### src/rtl/aards_ram.sv
// ----------------------------------------------------------------------------
// Generic simple dual-port RAM
// One write port and one read port with registered read data.
// ----------------------------------------------------------------------------
module aards_ram #(
  parameter int WIDTH = 8,
  parameter int DEPTH = 2,
  localparam int AW = $clog2(DEPTH)
) (
  input  logic             clk,
  input  logic             we,
  input  logic [AW-1:0]    waddr,
  input  logic [WIDTH-1:0] wdata,
  input  logic             re,
  input  logic [AW-1:0]    raddr,
  output logic [WIDTH-1:0] rdata
);
  logic [WIDTH-1:0] mem [0:DEPTH-1];

  always_ff @(posedge clk) begin
    if (we) begin
      mem[waddr] <= wdata;
    end
    if (re) begin
      rdata <= mem[raddr];
    end
  end
endmodule

### config.mk
export PLATFORM = sky130hd
export DESIGN_NAME = aards_ram
export DESIGN_NICKNAME = d
export VERILOG_FILES = /design/src/rtl/aards_ram.sv
export SDC_FILE = /design/constraint.sdc
export NUM_CORES = 1
export LEC_CHECK = 0
export BUFFER_PORTS_ARGS = -buffer_cell sky130_fd_sc_hd__buf_2
export CAP_MARGIN = 5
export CELL_PAD_IN_SITES_DETAIL_PLACEMENT = 0
export CELL_PAD_IN_SITES_GLOBAL_PLACEMENT = 2
export CORE_MARGIN = 2
export CORE_UTILIZATION = 37
export CTS_BUF_LIST = sky130_fd_sc_hd__clkbuf_16
export CTS_CLUSTER_DIAMETER = 120
export CTS_CLUSTER_SIZE = 30
export DETAILED_ROUTE_END_ITERATION = 8
export MAX_ROUTING_LAYER = met4
export PLACE_DENSITY = 0.81
export REMOVE_ABC_BUFFERS = 1
export SETUP_SLACK_MARGIN = 0.4
export SLEW_MARGIN = 20
export SYNTH_ARGS = -nofsm -noshare
export SYNTH_HDL_FRONTEND = slang
export SYNTH_SLANG_ARGS = --single-unit
### constraint.sdc
create_clock -name clk -period 1.3 [get_ports clk]
set_clock_uncertainty 0.15 [all_clocks]
set_input_delay 0 -clock clk [delete_from_list [all_inputs] [get_ports clk]]
set_output_delay 0 -clock clk [all_outputs]
set_load 0.03 [all_outputs]
-- Yosys cells after proc, flatten, opt, wreduce, memory -nomap -nowiden
Memories as Yosys holds them, arrays and structs flattened. A register that Yosys moved wholly into a read port is not among the register bits.
Cells that the tools add are included.
- register bits after elaboration: 0
- memory bits (writable): 16
- input bits: 13
- memories: 1
- muxes and demuxes: 2
- memory list (memory ; depth ; bits a word ; read ports ; clocked after memory_dff ; wr ports ; line ; RTL):
    mem ; 2 ; 8 ; 1 ; 1 ; 1 ; 18 ; logic [WIDTH-1:0] mem [0:DEPTH-1];
- operator list (operator ; number):
    two-way mux 1 bit ; 2

-- Longest topological paths before layout
- depth after elaboration: 2
- gate-level depth with buffers: 2

-- Least setup slack after synthesis
OpenSTA, ideal clock, no wires.
- path type: register to register
- start point: memory mem[0][0]
- end point: register rdata[0] (read register of mem), data pin
- library setup time: 0.260 ns
- data arrival time: 0.590 ns
- data required time: 0.890 ns
- setup slack: 0.300 ns
- stages on the path, launching flop included: 2
- path buffers: 0
- cell sequence: edfxtp_1 mux2_4
- RTL lines (what ; line ; RTL):
    start, declared ; 18 ;
    end, declared ; 16 ; output logic [WIDTH-1:0] rdata
No word-level cell between the ends.

-- Final worst setup path
- start point: memory mem[0][2]
- end point: register rdata[2] (read register of mem), data pin
No word-level cell between the ends.

==> reports/results.tsv <==
metric	value	unit
worst-path maximum fanout	1	
Post-Place Worst Slack	0.268	ns
static leakage	0.484	nW
highest attainable clock frequency	959	MHz
netlist area before placement	865	sq um
max-capacitance violation count	0	
cell area after layout	1230	sq um
CP endpoint kind	register	
slowest stage delay, CP	0.37	ns
number of fillers in the final layout	172	
R2R depth	1	
CP top delay family	flip-flops	
synthesized flop and latch total	24	
antenna diode count	0	
gp weighted congestion	0.628	
worst endpoint data arrival time	0.90	ns
worst-case headroom to the max-slew limit	0.753	
number of global-route vias before repair	388	
postcts setup bufs	0	
average size of a mapped cell	24.7	sq um
buffer and inverter count on the worst path	0	
combined flip-flop and latch cell area	721	sq um
post-route DRC violation count	0	
destination of the worst register-to-register timing path	rdata[2]	
startpoint type of the worst setup path	register	
largest net degree at the start of global routing	15	
final non-filler cell total	95	
reg-to-reg startpoint	mem[0][2]	
transition time at the pin with the least slew margin	0.370	ns
sequential cell area fraction in the yosys report	0.834	
Yosys Warn Count	0	
sequence of cells on the critical path	mux2_4	
total I/O pin count	21	
iteration count of the initial detailed-routing pass	3	
floorplan die width	52.3	microns
# placed instances	83	
root buf cell	clkbuf_16	
area growth from synthesis to layout	42.4	%
count of unique library cells instantiated by Yosys	5	
# port buffers	20	
share of cells above drive strength 1	0.493	
all-layer global routing usage	0.0987	
H-tree depth	1	
violations in the final reports	negative hold slack	
core box area	2210	sq um
Max IR drop VDD	0.821	mV
drt initial violations	1	
post-route antenna net violation count	0	
post-route worst setup slack	0.257	ns
GRT Residual Overflow	0	
final worst path period need	1.04	ns
antenna violations before repair	0	
floorplan die area	2740	sq um
TritonCTS buffer count	3	
status	finished with violations	
Hold WS	-0.0727	ns
start-to-end type of the worst setup path	reg -> reg	
cells after synthesis	35	
Levels on crit path	1	
cell with the largest stage delay on the worst path	edfxtp_1	
Worst-Skew Late Latency	0.26	ns
share of the clock period used by the worst path	0.802	
maximum buffer depth of the clock tree	2	
total length of routed wires	1.10	mm
instance area after placement	996	sq um
setup repair after global routing missed its margin	yes	
area of the multi-input gates	133	sq um
post-DR vias/cell	4.23	
number of clock sinks seen by CTS	24	
number of hold buffers added after cts	8	
worst min-delay path category	in -> reg	
die span in y	52.3	microns
first-pass GRT wire length	1.77	mm
number of rows in the core area	17	
Reg clk slew, reported paths	0.06	ns
R2R setup slack	0.26	ns
required arrival time at the worst endpoint	1.16	ns
Vias	402	
effective utilization at floorplan	0.391	
Final Max Tran Viols	0	
power consumption	1.97	mW
CTS tree	yes	
hold violation total from the final report	8	
Cell Pwr Density	1600	nW/um^2
Setup Viol. Count Final	0	
final-stage net count	81	
Finished Core Util	0.557	
WL/cell	11.5	microns
worst setup path startpoint	mem[0][2]	
total negative slack for setup checks	0	ns
Critical path destination	rdata[2]	
## where the power goes
group | switching [mW] | internal (mW)
clock network | 0.248 | 0.612
logic | 0.0778 | 0.0973
registers | 0.0163 | 0.915
total | 0.342 | 1.62
## per-layer routing
| layer | vias to the layer above | wire length (microns) | global-route usage |
|---|---|---|---|
| li1 | 202 | - | - |
| met1 | 178 | 433 | 0.0894 |
| met2 | 19 | 550 | 0.173 |
| met3 | 3 | 76 | 0.0257 |
| met4 | 0 | 35 | 0.0769 |
| met5 | - | 0 | - |
## cells in the final DEF (no fill, tap or decap), drive strengths merged
master	n
dlygate4sd3	8
edfxtp	24
and2	1
mux2	8
buf	21
bufinv	1
nor2b	1
clkbuf	3
## timing repair
item	in CTS	in global routing
endpoints found under the hold margin	24	8
gates cloned	0	0
gates resized for setup	16	0
pin swaps	0	0
setup endpoints to repair	16	16
## cell families (layout without fill, tap and decap cells)
group                  count (synthesis)  in the layout  synth area share
DFF                                   24             24             0.834
muxes                                  8              8             0.139
and+or+nand+nor                        2              2            0.0145
buffers and inverters                  1             33            0.0130
## flip-flops by register name, indices dropped and copies added (netlist names)
register and count:
rdata 8, mem 16
## synth_stat cells, drive strengths merged
cell     n  share of area
nor2b    1         0.0072
and2     1         0.0072
mux2     8           0.14
buf      1          0.013
edfxtp  24           0.83
## final cells by class
cell class / instances / area share
sequential: 24 / 0.585
timing repair buffer: 29 / 0.193
clock buffer: 3 / 0.0610
multi-input combinational: 10 / 0.108
clock inverter: 1 / 0.0244
tap: 28 / 0.0285
## how the worst min path moves through the flow
stage / start / end / slack [ns] / cells after the start
2_1_floorplan: wdata[0] / mem[0][0] / -0.05 / 0
3_3_place_gp: wdata[3] / mem[0][3] / 0.04 / 1
3_5_place_dp: wdata[5] / mem[0][5] / 0.04 / 1
4_1_cts: re / rdata[1] / -0.07 / 1
5_1_grt: re / rdata[3] / -0.06 / 1
6_report: re / rdata[1] / -0.07 / 1
No activity file was read; power rests on OpenSTA's default activity.
